## src/sv/i2a_pkg.sv

```systemverilog
// ----------------------------------------------------------------------------
// i2a_pkg: shared constants and helpers for integer_to_ascii_digits
// Sizes of the value, digit register and counters, plus the digit-to-ASCII map.
// ----------------------------------------------------------------------------
package i2a_pkg;

  // number width taken part in conversion
  localparam int VALUE_BITS = 32;
  // width of the value field on the input port
  localparam int IN_BITS = 32;

  // decimal digits needed: floor(VALUE_BITS * log10(2)) + 1
  localparam int DEC_DIGITS = (VALUE_BITS * 30103) / 100000 + 1;
  // hexadecimal digits needed
  localparam int HEX_DIGITS = (VALUE_BITS + 3) / 4;
  // digit register holds either form (decimal count is never smaller)
  localparam int DIG_W = DEC_DIGITS * 4;

  localparam int CNT_W  = $clog2(DEC_DIGITS + 1);
  localparam int STEP_W = $clog2(VALUE_BITS + 1);

  localparam logic [7:0] ASCII_ZERO = 8'h30;
  localparam logic [7:0] ASCII_A    = 8'h61;

  // radix select codes
  localparam logic KIND_DEC = 1'b0;
  localparam logic KIND_HEX = 1'b1;

  // sequencer states, one-hot
  typedef enum logic [3:0] {
    ST_IDLE = 4'b0001,
    ST_CONV = 4'b0010,
    ST_SKIP = 4'b0100,
    ST_SEND = 4'b1000
  } state_t;

  // map a 4-bit digit to its ASCII character
  function automatic logic [7:0] digit_char(input logic [3:0] d);
    logic [7:0] ch;
    if (d < 4'd10) begin
      ch = ASCII_ZERO + {4'd0, d};
    end else begin
      ch = ASCII_A + {4'd0, d} - 8'd10;
    end
    return ch;
  endfunction

endpackage

```

## src/sv/integer_to_ascii_digits.sv

```systemverilog
// ----------------------------------------------------------------------------
// integer_to_ascii_digits: unsigned binary to ASCII decimal or hex digits
// Converts one number per request and streams its digits out, most
// significant first, no leading zeros, with a flag on the final digit.
// ----------------------------------------------------------------------------
// Usage
//   Input channel: in_valid/in_ready with in_kind (0 decimal, 1 lower-case
//   hex) and in_value. in_ready is high only while the block is idle.
//   Output channel: out_valid/out_ready with out_character (ASCII digit) and
//   out_last, set on the least significant digit. A zero value gives a
//   single '0' with out_last set.
//   Timing: decimal requests run one shift-add-3 step per cycle through a
//   shared BCD adjust unit, one step for each bit of the value. Leading
//   zero digits are then shifted out one by one in the skip pass (at most 9
//   for decimal, 9 for hex since the digit register is 10 digits wide),
//   and the first digit is loaded into the output register. Hex requests
//   skip the conversion pass. Digits go out back to back while the
//   receiver is ready. The next request is taken the cycle after the last
//   digit is accepted.
//   Stalls: the output register holds the current digit until out_ready;
//   the sequencer waits with it.
//   Reset: rst_n (synchronous, active low) returns to idle and drops
//   out_valid; no state is kept between requests.
// ----------------------------------------------------------------------------
module integer_to_ascii_digits (
  input  logic                          clk,
  input  logic                          rst_n,
  input  logic                          in_valid,
  output logic                          in_ready,
  input  logic                          in_kind,
  input  logic [i2a_pkg::IN_BITS-1:0]   in_value,
  output logic                          out_valid,
  input  logic                          out_ready,
  output logic [7:0]                    out_character,
  output logic                          out_last
);

  i2a_pkg::state_t                    state_r, state_nxt;
  logic [i2a_pkg::VALUE_BITS-1:0]     bin_r, bin_nxt;
  logic [i2a_pkg::DIG_W-1:0]          digits_r, digits_nxt;
  logic [i2a_pkg::DIG_W-1:0]          digits_adj;
  logic [i2a_pkg::CNT_W-1:0]          cnt_r, cnt_nxt;
  logic [i2a_pkg::STEP_W-1:0]         step_r, step_nxt;
  logic [7:0]                         char_r, char_nxt;
  logic                               last_r, last_nxt;
  logic [3:0]                         top_digit;
  logic [3:0]                         second_digit;
  logic                               in_acc;
  logic                               out_acc;

  assign in_ready      = (state_r == i2a_pkg::ST_IDLE);
  assign out_valid     = (state_r == i2a_pkg::ST_SEND);
  assign out_character = char_r;
  assign out_last      = last_r;
  assign in_acc        = in_valid && in_ready;
  assign out_acc       = out_valid && out_ready;

  assign top_digit    = digits_r[i2a_pkg::DIG_W-1 -: 4];
  assign second_digit = digits_r[i2a_pkg::DIG_W-5 -: 4];

  // shared bcd adjust unit: add 3 to every digit of 5 or more
  always_comb begin
    for (int i = 0; i < i2a_pkg::DEC_DIGITS; i++) begin
      if (digits_r[i*4 +: 4] >= 4'd5) begin
        digits_adj[i*4 +: 4] = digits_r[i*4 +: 4] + 4'd3;
      end else begin
        digits_adj[i*4 +: 4] = digits_r[i*4 +: 4];
      end
    end
  end

  // sequencer
  always_comb begin
    state_nxt  = state_r;
    bin_nxt    = bin_r;
    digits_nxt = digits_r;
    cnt_nxt    = cnt_r;
    step_nxt   = step_r;
    char_nxt   = char_r;
    last_nxt   = last_r;
    case (state_r)
      i2a_pkg::ST_IDLE: begin
        if (in_acc) begin
          bin_nxt  = i2a_pkg::VALUE_BITS'(in_value);
          cnt_nxt  = i2a_pkg::CNT_W'(i2a_pkg::DEC_DIGITS);
          step_nxt = i2a_pkg::STEP_W'(i2a_pkg::VALUE_BITS);
          if (in_kind == i2a_pkg::KIND_HEX) begin
            digits_nxt = i2a_pkg::DIG_W'(i2a_pkg::VALUE_BITS'(in_value));
            state_nxt  = i2a_pkg::ST_SKIP;
          end else begin
            digits_nxt = '0;
            state_nxt  = i2a_pkg::ST_CONV;
          end
        end
      end
      i2a_pkg::ST_CONV: begin
        // one double-dabble step per cycle
        digits_nxt = {digits_adj[i2a_pkg::DIG_W-2:0], bin_r[i2a_pkg::VALUE_BITS-1]};
        bin_nxt    = {bin_r[i2a_pkg::VALUE_BITS-2:0], 1'b0};
        step_nxt   = step_r - i2a_pkg::STEP_W'(1);
        if (step_r == i2a_pkg::STEP_W'(1)) begin
          state_nxt = i2a_pkg::ST_SKIP;
        end
      end
      i2a_pkg::ST_SKIP: begin
        // drop leading zeros, always keep the final digit
        if (top_digit == 4'd0 && cnt_r != i2a_pkg::CNT_W'(1)) begin
          digits_nxt = {digits_r[i2a_pkg::DIG_W-5:0], 4'd0};
          cnt_nxt    = cnt_r - i2a_pkg::CNT_W'(1);
        end else begin
          char_nxt  = i2a_pkg::digit_char(top_digit);
          last_nxt  = (cnt_r == i2a_pkg::CNT_W'(1));
          state_nxt = i2a_pkg::ST_SEND;
        end
      end
      i2a_pkg::ST_SEND: begin
        if (out_acc) begin
          if (last_r) begin
            state_nxt = i2a_pkg::ST_IDLE;
          end else begin
            digits_nxt = {digits_r[i2a_pkg::DIG_W-5:0], 4'd0};
            cnt_nxt    = cnt_r - i2a_pkg::CNT_W'(1);
            char_nxt   = i2a_pkg::digit_char(second_digit);
            last_nxt   = (cnt_r == i2a_pkg::CNT_W'(2));
          end
        end
      end
      default: begin
        state_nxt = i2a_pkg::ST_IDLE;
      end
    endcase
  end

  // control registers
  always_ff @(posedge clk) begin
    if (!rst_n) begin
      state_r <= i2a_pkg::ST_IDLE;
      cnt_r   <= '0;
      step_r  <= '0;
    end else begin
      state_r <= state_nxt;
      cnt_r   <= cnt_nxt;
      step_r  <= step_nxt;
    end
  end

  // datapath registers
  always_ff @(posedge clk) begin
    bin_r    <= bin_nxt;
    digits_r <= digits_nxt;
    char_r   <= char_nxt;
    last_r   <= last_nxt;
  end

  // checks
  a_no_overlap: assert property (@(posedge clk) disable iff (!rst_n)
    !(in_ready && out_valid))
    else $error("input taken while a digit is pending");

  a_last_count: assert property (@(posedge clk) disable iff (!rst_n)
    out_valid |-> (out_last == (cnt_r == i2a_pkg::CNT_W'(1))))
    else $error("last flag does not match remaining digit count");

  a_send_count: assert property (@(posedge clk) disable iff (!rst_n)
    out_valid |-> (cnt_r != '0))
    else $error("digit sent with empty count");

  a_idle_after_last: assert property (@(posedge clk) disable iff (!rst_n)
    (out_acc && out_last) |=> in_ready)
    else $error("not idle after final digit");

  a_busy_after_accept: assert property (@(posedge clk) disable iff (!rst_n)
    in_acc |=> !in_ready)
    else $error("ready right after accepting a request");

endmodule

```

## config.mk

```make
export PLATFORM = sky130hd
export DESIGN_NAME = integer_to_ascii_digits
export DESIGN_NICKNAME = d
export VERILOG_FILES = /design/src/sv/i2a_pkg.sv /design/src/sv/integer_to_ascii_digits.sv
export SDC_FILE = /design/constraint.sdc
export NUM_CORES = 1
export LEC_CHECK = 0
export BUFFER_PORTS_ARGS = -buffer_cell sky130_fd_sc_hd__buf_4
export CORE_UTILIZATION = 48
export DETAILED_ROUTE_END_ITERATION = 10
export GPL_ROUTABILITY_DRIVEN = 0
export PLACE_DENSITY = 0.81
export SLEW_MARGIN = 40
export SYNTH_ARGS = -nofsm -noshare
export SYNTH_HDL_FRONTEND = slang
export SYNTH_SLANG_ARGS = --single-unit
export TNS_END_PERCENT = 100
```

## constraint.sdc

```tcl
create_clock -name clk -period 4.1 [get_ports clk]
set_input_delay 0.205 -clock clk [delete_from_list [all_inputs] [get_ports clk]]
set_output_delay 0.205 -clock clk [all_outputs]
set_load 0.05 [all_outputs]
```

* Yosys cells after proc, flatten, opt, wreduce, memory -nomap -nowiden
Cells that the tools add are included.
** Word-level totals
- Input port bits :: 37
- Output and inout bits :: 11
- Word-level logic and storage cells :: 108
- Register bits after elaboration :: 95
** Cells by class
- Add/sub/neg operators :: 18
- Mux-type cells :: 42
- Order comparisons :: 12
- Equal/unequal tests :: 15
- Reduce and logical (&&, ||, !) cells :: 14
** Operator list (count)
- $mux W40 :: 4
- $pmux W40 S4 :: 1
- $mux W4 :: 18
- $mux W32 :: 2
- $pmux W32 S2 :: 1
- $ge A4 B3 Y1 const B :: 10
- $mux W8 :: 5
- $add A4 B2 Y4 const B :: 9
- $add A7 B4 Y8 const A :: 2
- $pmux W4 S4 :: 1
- $pmux W8 S2 :: 1
- $sub A8 B4 Y8 const B :: 2
- $reduce_and A5 Y1 :: 3
- $add A6 B4 Y7 const A :: 2
- $pmux W4 S3 :: 1
- $pmux W6 S2 :: 1
- $eq A4 B1 Y1 const B :: 2
- $eq A4 B2 Y1 const B :: 2
- $lt A4 B4 Y1 const B :: 2
- $ne A2 B2 Y1 const B :: 4
- $eq A6 B1 Y1 const B :: 1
- $mux W3 :: 2
- $mux W6 :: 1
- $ne A2 B1 Y1 const B :: 3
- 16 further kinds :: 21

* Longest topological paths before layout
Gate-level depths: netlist (run 1).
- Word-level depth :: 6
- Mapped depth :: 8

* Worst setup path before layout (run 1)
Ideal clock, no wire load.
- Path type :: register -> register
- Start :: reg digits_r[37] in the netlist's numbering
- End :: reg digits_r[0] in the netlist's numbering (enable)
- Cell stages (with the launch flop) :: 7
- Library setup time :: 0.487 ns
- Arrival time :: 3.868 ns
- Slack :: -0.255 ns
- Data required time :: 3.613 ns
- Path through :: edfxtp_1 > inv_1 > ha_1 > nand3_1 > nor2_1 > a21oi_1 > nor3_1
** On the way
- Cells in the longest elaborated chain, start to end :: 4
** RTL lines
- start: declaration :: line integer_to_ascii_digits.sv:40 : logic [i2a_pkg::DIG_W-1:0] digits_r, digits_nxt;
- start signal: assignment :: line integer_to_ascii_digits.sv:150 : digits_r <= digits_nxt;
- $logic_not A4 Y1 :: line integer_to_ascii_digits.sv:107 : if (top_digit == 4'd0 && cnt_r != i2a_pkg::CNT_W'(1)) begin
- $logic_and A1 B1 Y1 :: line integer_to_ascii_digits.sv:107
- $ne A2 B2 Y1 (no line)
- $reduce_and A5 Y1 (no line)
Every way passes these cells.
A chain may end at the register's enable or synchronous reset.

* Worst setup path after layout (run 1)
- Start :: reg state_r[1]
- End :: reg digits_r[12] in the netlist's numbering (data pin)
** On the way
- Cells in the longest elaborated chain, start to end :: 2
** RTL lines
- start: declaration :: line integer_to_ascii_digits.sv:38 : i2a_pkg::state_t state_r, state_nxt;
- start signal: assignment :: line integer_to_ascii_digits.sv:137 : state_r <= i2a_pkg::ST_IDLE;
- start signal: assignment :: line integer_to_ascii_digits.sv:141 : state_r <= state_nxt;
- $eq A4 B4 Y1, or another cell as far along :: line integer_to_ascii_digits.sv:81 : case (state_r)
- $pmux W40 S4 (*) :: line integer_to_ascii_digits.sv:81
- named net digits_nxt, one bit :: line integer_to_ascii_digits.sv:40
The timed path passes the listed nets; every way through them passes the cells marked *.

==> flow_summary.ini, run 1 <==
[global_route]
grt_pass1_wl_um = 19640
grt_max_degree = 77
grt_pass1_vias = 4198
antenna_found_initial = 0
track_usage_pct = 21.17
overflow = 0

[flow_run]
maxCapViolCount = 0

[power]
total_power_mw = 2.685
power_density_nw_per_um2 = 433.3
ir_drop_v = 0.0002028
cellLeakagePower_nw = 2.440

[yosys]
ys.flop_type = edfxtp_1
synth_edf_count = 80
ys_seq_area_share_pct = 49.20
yosys.area.top_type = edfxtp_1
ys_types = 60
synth_seq_cells = 94
ys_warn_count = 0
avgSynthCellArea_sq_um = 9.467
syn_area_sq_um = 5453
netlist_instances = 576
synth_top_area_share_pct = 44.06
ys_async_sr_fraction_pct = 0
synth_area_leaders = edfxtp_1 (44%), nand2_1 (9.4%), ha_1 (5.7%)
synth_fp_nets = 638

[floorplan]
initial_core_util_pct = 49.86
chipHeight_um = 108.6
die_width_um = 108.6
num_rows = 38
coreArea_sq_um = 10940
io-pin-count = 48
die_area_sq_um = 11790

[route]
antenna_left = 0
wl_um = 11520
via_count = 4344
post_drt_wl_per_cell_um = 15.27
dr.pass1.iters = 5
drt-vias-per-instance = 5.761
drcViolationCount = 0
first_iter_violations = 269

[worst_setup_path]
worst_ep_arrival_time_ps = 2690
cp_data_required_time_ps = 4170
end_kind = flop
worst_setup_path_start_kind = flop
critPathKind = reg2reg
worstPathMaxFanout = 76

[clocking]
cts_buffers = 9
clock_sinks = 94
clock-root-buffer = clkbuf_16
postCtsSetupBuffers = 0
clock_path_buffers = 2
cts_tree = done
clock_latency_ps = 330
clk_pin_slew_worst_paths_ps = 70
cts_max_level = 3
hold_buffers = 0
post_cts_resized = 0

[sta]
worst_pin_slew_ps = 814.4
fmax_ghz = 0.3818
finalMaxSlewViolations = 0
hold_violations = 0
finalSetupTns_ps = 0
slew_headroom_pct = 45.53
min_period_ps = 2619
period_share_pct = 63.88
layout_setup_ws_ps = 1481
fin_skew_ps = 9.015
setup_violations = 0
rsz0062_at_grt = no

[status]
outcome = complete, no violations

[worst_hold_path]
hp-class = in2reg

[placed_design]
port_buffers = 46
dpl.hpwl_um = 7798
dp_slack_ps = 1463

[finish]
final_nets = 671
area_delta_synth_final_pct = 13.65
fill_cells = 907
drive_above_1_share_pct = 12.70
insertedDiodeCount = 0
final timing paths:
check        startpoint  slack [ps]  cells after the start      endpoint
max          state_r[1]        1480                      5  digits_r[12]
min            in_valid         150                      2    state_r[0]
max reg2reg  state_r[1]        1480                      5  digits_r[12]
min reg2reg    cnt_r[0]         510                      2      cnt_r[0]
state kept, by name, indices dropped and copies added, names as in the netlist:
register	count
digits_r	40
bin_r	32
out_character	7
step_r	6
cnt_r	4
state_r	4
out_last	1
worst max-delay path, stage by stage (launching register included):
cell,delay [ps]
dfxtp_1,620
or4b_4,870
nand2_1,200
nor2_2,40
buf_4,260
a221o_1,340
synth_stat cells, drive strengths merged (3+ instances only):
| master | instances |
|---|---|
| a221o | 14 |
| a21o | 3 |
| nor4b | 3 |
| a21boi | 4 |
| o21ai | 42 |
| and2 | 5 |
| dfxtp | 14 |
| edfxtp | 80 |
| inv | 30 |
| nor2b | 8 |
| o31ai | 5 |
| xnor2 | 13 |
| nor3b | 7 |
| a211oi | 3 |
| nor3 | 8 |
| nor4 | 3 |
| clkbuf | 14 |
| o22ai | 4 |
| ha | 25 |
| nand2b | 15 |
| buf | 16 |
| nor2 | 28 |
| nand2 | 136 |
| a22oi | 16 |
| a21oi | 39 |
| nand3 | 6 |
area by class of cell:
| type | instances | area [sq um] | share of cell area (%) |
|---|---|---|---|
| multi-input cells | 422 | 2546 | 41.09 |
| repair buffers | 52 | 390.4 | 6.299 |
| inverters | 30 | 112.6 | 1.817 |
| clock buffers | 14 | 275.3 | 4.442 |
| clock inverters | 2 | 15.01 | 0.2423 |
| well taps | 140 | 175.2 | 2.827 |
| flip-flops and latches | 94 | 2683 | 43.29 |
cell usage in the layout, fill, tap and decap left out, drive strengths merged, types with 3 or more instances in the layout:
master and count:
a21boi 4, nor2 28, ha 25, a21o 3
nor3b 7, dfxtp 14, buf 52, nor4 3
clkbuf 14, nor2b 8, inv 30, and2 5
a22oi 16, nand2 136, nor3 8, o31ai 5
xnor2 13, nand2b 15, a211oi 3, o21ai 42
o22ai 4, edfxtp 80, nor4b 3, a221o 14
a21oi 39, nand3 6
per-layer routing:
| metal | GRT usage [%] | vias up | part of all wire [%] |
|---|---|---|---|
| met2 | 37.12 | 141 | 51 |
| met3 | 3.556 | 12 | 5.5 |
| met5 | 0 | - | 0 |
| li1 | - | 2114 | - |
| met1 | 26.47 | 2077 | 42 |
| met4 | 6.757 | 0 | 1.2 |
cells by family after synthesis:
logic type | Yosys count | share of synthesized area (%)
XOR/XNOR | 14 | 2.249
multiplexers | 2 | 0.3672
other | 2 | 0.1377
AO/OA/AOI/OAI | 145 | 17.19
flip-flops | 94 | 49.20
AND/OR/NAND/NOR | 234 | 20.65
buffers and inverters | 60 | 4.474
adder cells (fa/ha/maj) | 25 | 5.737
power by group:
group	total (mW)	switching, mW	internal, mW
registers	1.32	0.126	1.19
clock network	0.813	0.347	0.466
logic	0.553	0.325	0.228
stage by stage:
step                      instances  hold slack [ps]  utilization (%)  instance area, sq um
after floorplan                 576            352.5                -                  5458
after global placement          738            480.6            54.02                  5907
after detailed placement        738            491.8            54.02                  5907
after CTS                       754            136.5            56.67                  6197
after global routing            754            155.8            56.67                  6197
final                           754            146.2            56.67                  6197
No activity file was read; power rests on OpenSTA's default activity.
==> run 2, diff against run 1 <==
==> constraint.sdc (replaced) <==
create_clock -name clk -period 2.25 [get_ports clk]
set_input_delay 0.1125 -clock clk [delete_from_list [all_inputs] [get_ports clk]]
set_output_delay 0.1125 -clock clk [all_outputs]
set_load 0.05 [all_outputs]
==> flow_summary.ini, run 2 (same netlist as run 1, synthesis figures left out) <==
[status]
outcome = complete, no violations

[worst_setup_path]
critPathKind = reg2reg
cp_data_required_time_ps = 2490
crit_chain = or3b_2 -> a211oi_2 -> nor4_2 -> and4b_1 -> o21a_1
end_kind = flop
worst_ep_arrival_time_ps = 2340
crit_path_max_incr_delay_ps = 510
worst_setup_path_start_kind = flop
slowest_stage = dfxtp_2
worstPathMaxFanout = 15

[floorplan]
initial_core_util_pct = 49.86
num_rows = 38
chipHeight_um = 108.6
die_width_um = 108.6
coreArea_sq_um = 10940
die_area_sq_um = 11790
io-pin-count = 48

[clocking]
clock_latency_ps = 350
cts_buffers = 9
hold_buffers = 0
clock_sinks = 94
clock-root-buffer = clkbuf_16
cts_max_level = 3
clock_path_buffers = 2
clk_pin_slew_worst_paths_ps = 70
cts_tree = done

[route]
routed.top_layer = met4
dr.pass1.iters = 5
met3_length_um = 545
wl_um = 11910
dr_wl_met2_um = 5956
via_count = 4370
post_drt_wl_per_cell_um = 15.69
wl_met1_um = 5179
drcViolationCount = 0
drt-vias-per-instance = 5.758
first_iter_violations = 263
antenna_left = 0

[flow_run]
maxCapViolCount = 0

[finish]
final_common_cell = nand2_1
final_cell_mix = nand2_1 (135), edfxtp_1 (80), buf_4 (54)
drive_above_1_share_pct = 15.02
fin_util_pct = 57.95
area_delta_synth_final_pct = 16.22
fill_cells = 934
insertedDiodeCount = 0
largest_reg_flops = 40
design_area_sq_um = 6337
final_nets = 676
largest-register = digits_r

[placed_design]
port_buffers = 46
placed_cell_area_sq_um = 6035
dpl.hpwl_um = 8023

[sta]
min_period_ps = 2101
finalMaxSlewViolations = 0
slew_headroom_pct = 53.63
hold_violations = 0
period_share_pct = 93.39
setup_violations = 0
fmax_ghz = 0.4759
worst_pin_slew_ps = 694.0
rsz0062_at_grt = no
fin_skew_ps = 10.27

[global_route]
overflow = 0
grt_pass1_wl_um = 19720
grt_max_degree = 52
grt_pass1_vias = 4169
track_usage_pct = 21.61
antenna_found_initial = 0

[worst_hold_path]
hp-class = in2reg

[power]
power_density_nw_per_um2 = 791.8
ir_drop_v = 0.0003910
cellLeakagePower_nw = 2.505
[run 2: layer usage]
layer | up-vias | GRT usage, %
li1 | 2129 | -
met1 | 2092 | 26.77
met2 | 125 | 37.39
met3 | 24 | 4.340
met4 | 0 | 7.432
met5 | - | 0
[run 2: final timing paths]
check	from	end	cells after the start	slack, ps
min	in_value[14]	bin_r[14]	3	50
min reg2reg	bin_r[22]	bin_r[23]	2	510
max reg2reg	state_r[0]	cnt_r[2]	5	150
max	state_r[0]	cnt_r[2]	5	150
[run 2: per-stage QoR]
stage | TNS, ps | std cells | power, mW | setup WS [ps] | hold WS (ps)
floorplan | -6446 | 576 | 3.146 | -161.2 | 260.0
global placement | 0 | 743 | 3.410 | 69.45 | 393.0
detailed placement | 0 | 743 | 3.489 | 170.7 | 400.0
CTS | 0 | 759 | 5.032 | 152.8 | 41.06
global route | 0 | 759 | 5.271 | 10.74 | 46.48
finish | 0 | 759 | 5.018 | 148.8 | 46.16
[run 2: final cells by class]
cell class	count	area [sq um]	share of cell area, %
Timing Repair Buffer	57	456.7	7.206
Clock buffer	9	225.2	3.554
Clock inverter	7	73.82	1.165
Inverter	30	112.6	1.777
Multi-Input combinational cell	422	2609	41.16
Sequential cell	94	2685	42.37
Tap cell	140	175.2	2.764
[run 2: what timing repair did]
action,in CTS,in global routing
gates resized for setup,0,1
buffers inserted,0,0
endpoints found under the hold margin,0,0
endpoints found under the setup margin,0,7
[run 2: critical path, delay by kind of cell (launching register included)]
family,cells,cell delay [ps]
flops,1,510
simple gates,3,910
compound gates,2,560
[run 2: report_power, final]
| group | switching (mW) | internal (mW) |
|---|---|---|
| clock network | 0.679 | 0.866 |
| registers | 0.225 | 2.17 |
| logic | 0.618 | 0.458 |
| total | 1.52 | 3.50 |
==> run 3, diff against run 2 <==
--- a/config.mk
+++ b/config.mk
@@ -6,10 +6,10 @@
 export NUM_CORES = 1
 export LEC_CHECK = 0
 export BUFFER_PORTS_ARGS = -buffer_cell sky130_fd_sc_hd__buf_4
-export CORE_UTILIZATION = 48
+export CORE_UTILIZATION = 54
 export DETAILED_ROUTE_END_ITERATION = 10
 export GPL_ROUTABILITY_DRIVEN = 0
-export PLACE_DENSITY = 0.81
+export PLACE_DENSITY = 0.88
 export SLEW_MARGIN = 40
 export SYNTH_ARGS = -nofsm -noshare
 export SYNTH_HDL_FRONTEND = slang
==> flow_summary.ini, run 3 (same netlist as run 1, synthesis figures left out) <==
[finish]
insertedDiodeCount = 0
largest_reg_flops = 40
fin_util_pct = 64.34
final_cell_mix = nand2_1 (135), edfxtp_1 (80), buf_4 (60)
final_nets = 681
drive_above_1_share_pct = 15.54
fill_cells = 744
area_delta_synth_final_pct = 15.33
largest-register = digits_r
final_common_cell = nand2_1

[floorplan]
die_area_sq_um = 10500
die_width_um = 102.5
num_rows = 36
chipHeight_um = 102.5
initial_core_util_pct = 55.79
io-pin-count = 48
coreArea_sq_um = 9774

[worst_setup_path]
slowest_stage = or4b_4
end_kind = flop
worstPathMaxFanout = 22
worst_setup_path_start_kind = flop
crit_chain = buf_4 -> or4b_4 -> nor2_4 -> a21oi_2 -> nor3_4 -> buf_12
crit_path_max_incr_delay_ps = 500
cp_data_required_time_ps = 2330
cp_top_family = simple AND/OR/NAND/NOR gates
worst_ep_arrival_time_ps = 2220
path_buf_inv = 2
critPathKind = reg2reg

[sta]
period_share_pct = 94.88
finalMaxSlewViolations = 0
fmax_ghz = 0.4684
worst_pin_slew_ps = 704.4
hold_violations = 0
finalSetupTns_ps = 0
setup_violations = 0
slew_headroom_pct = 52.93
rsz0062_at_grt = no
layout_setup_ws_ps = 115.2
min_period_ps = 2135
fin_skew_ps = 12.60

[clocking]
cts_max_level = 3
hold_buffers = 0
cts_buffers = 9
cts_tree = done
postCtsSetupBuffers = 0
clock_path_buffers = 2
clock-root-buffer = clkbuf_8
post_cts_resized = 0
clock_sinks = 94
clk_pin_slew_worst_paths_ps = 90
clock_latency_ps = 370

[route]
wl_met1_um = 4838
drcViolationCount = 0
dr_wl_met2_um = 5933
first_iter_violations = 364
via_count = 4441
dr.pass1.iters = 7
drt-vias-per-instance = 5.867
post_drt_wl_per_cell_um = 15.66
routed.top_layer = met4
met3_length_um = 863
wl_um = 11850
antenna_left = 0

[global_route]
antenna_found_initial = 0
grt_max_degree = 45
grt_pass1_wl_um = 19760
overflow = 0
track_usage_pct = 24.47
grt_pass1_vias = 4207

[placed_design]
dp_slack_ps = 133.4
port_buffers = 46
dpl.hpwl_um = 8196

[power]
cellLeakagePower_nw = 2.495
power_density_nw_per_um2 = 749.8
total_power_mw = 4.715
ir_drop_v = 0.0003733

[worst_hold_path]
hp-class = in2reg

[status]
outcome = complete, no violations

[flow_run]
maxCapViolCount = 0
-- run 3: layout make-up --
type,instances,area (sq um),share of cell area [%]
clock buffers,15,220.2,3.502
clock inverters,1,5.005,0.07959
inverters,30,112.6,1.791
multi-input cells,422,2609,41.48
flip-flops and latches,94,2685,42.70
well taps,133,166.4,2.646
repair buffers,62,490.5,7.799
-- run 3: worst paths after layout --
check | startpoint | to | slack, ps | cells after the start
min reg2reg | cnt_r[0] | cnt_r[0] | 510 | 2
max | state_r[2] | digits_r[26] | 120 | 6
min | in_valid | state_r[0] | 9 | 2
max reg2reg | state_r[2] | digits_r[26] | 120 | 6
-- run 3: where the power goes --
| part | internal, mW | total [mW] | switching (mW) |
|---|---|---|---|
| logic | 0.464 | 1.10 | 0.636 |
| registers | 2.17 | 2.39 | 0.219 |
| clock network | 0.634 | 1.23 | 0.591 |
| total | 3.27 | 4.72 | 1.45 |
-- run 3: through the flow --
step | cell area, sq um | hold slack (ps) | instances
5_1_grt | 6289 | 0.7462 | 757
2_1_floorplan | 5530 | 260.0 | 576
3_5_place_dp | 6063 | 393.4 | 741
3_3_place_gp | 6058 | 394.4 | 741
6_report | 6289 | 9.101 | 757
4_1_cts | 6289 | 6.767 | 757
-- run 3: layer usage --
metal,track usage (%),vias up
met1,30.93,2081
met5,0,-
met4,9.341,0
met3,3.830,23
li1,-,2141
met2,42.15,196
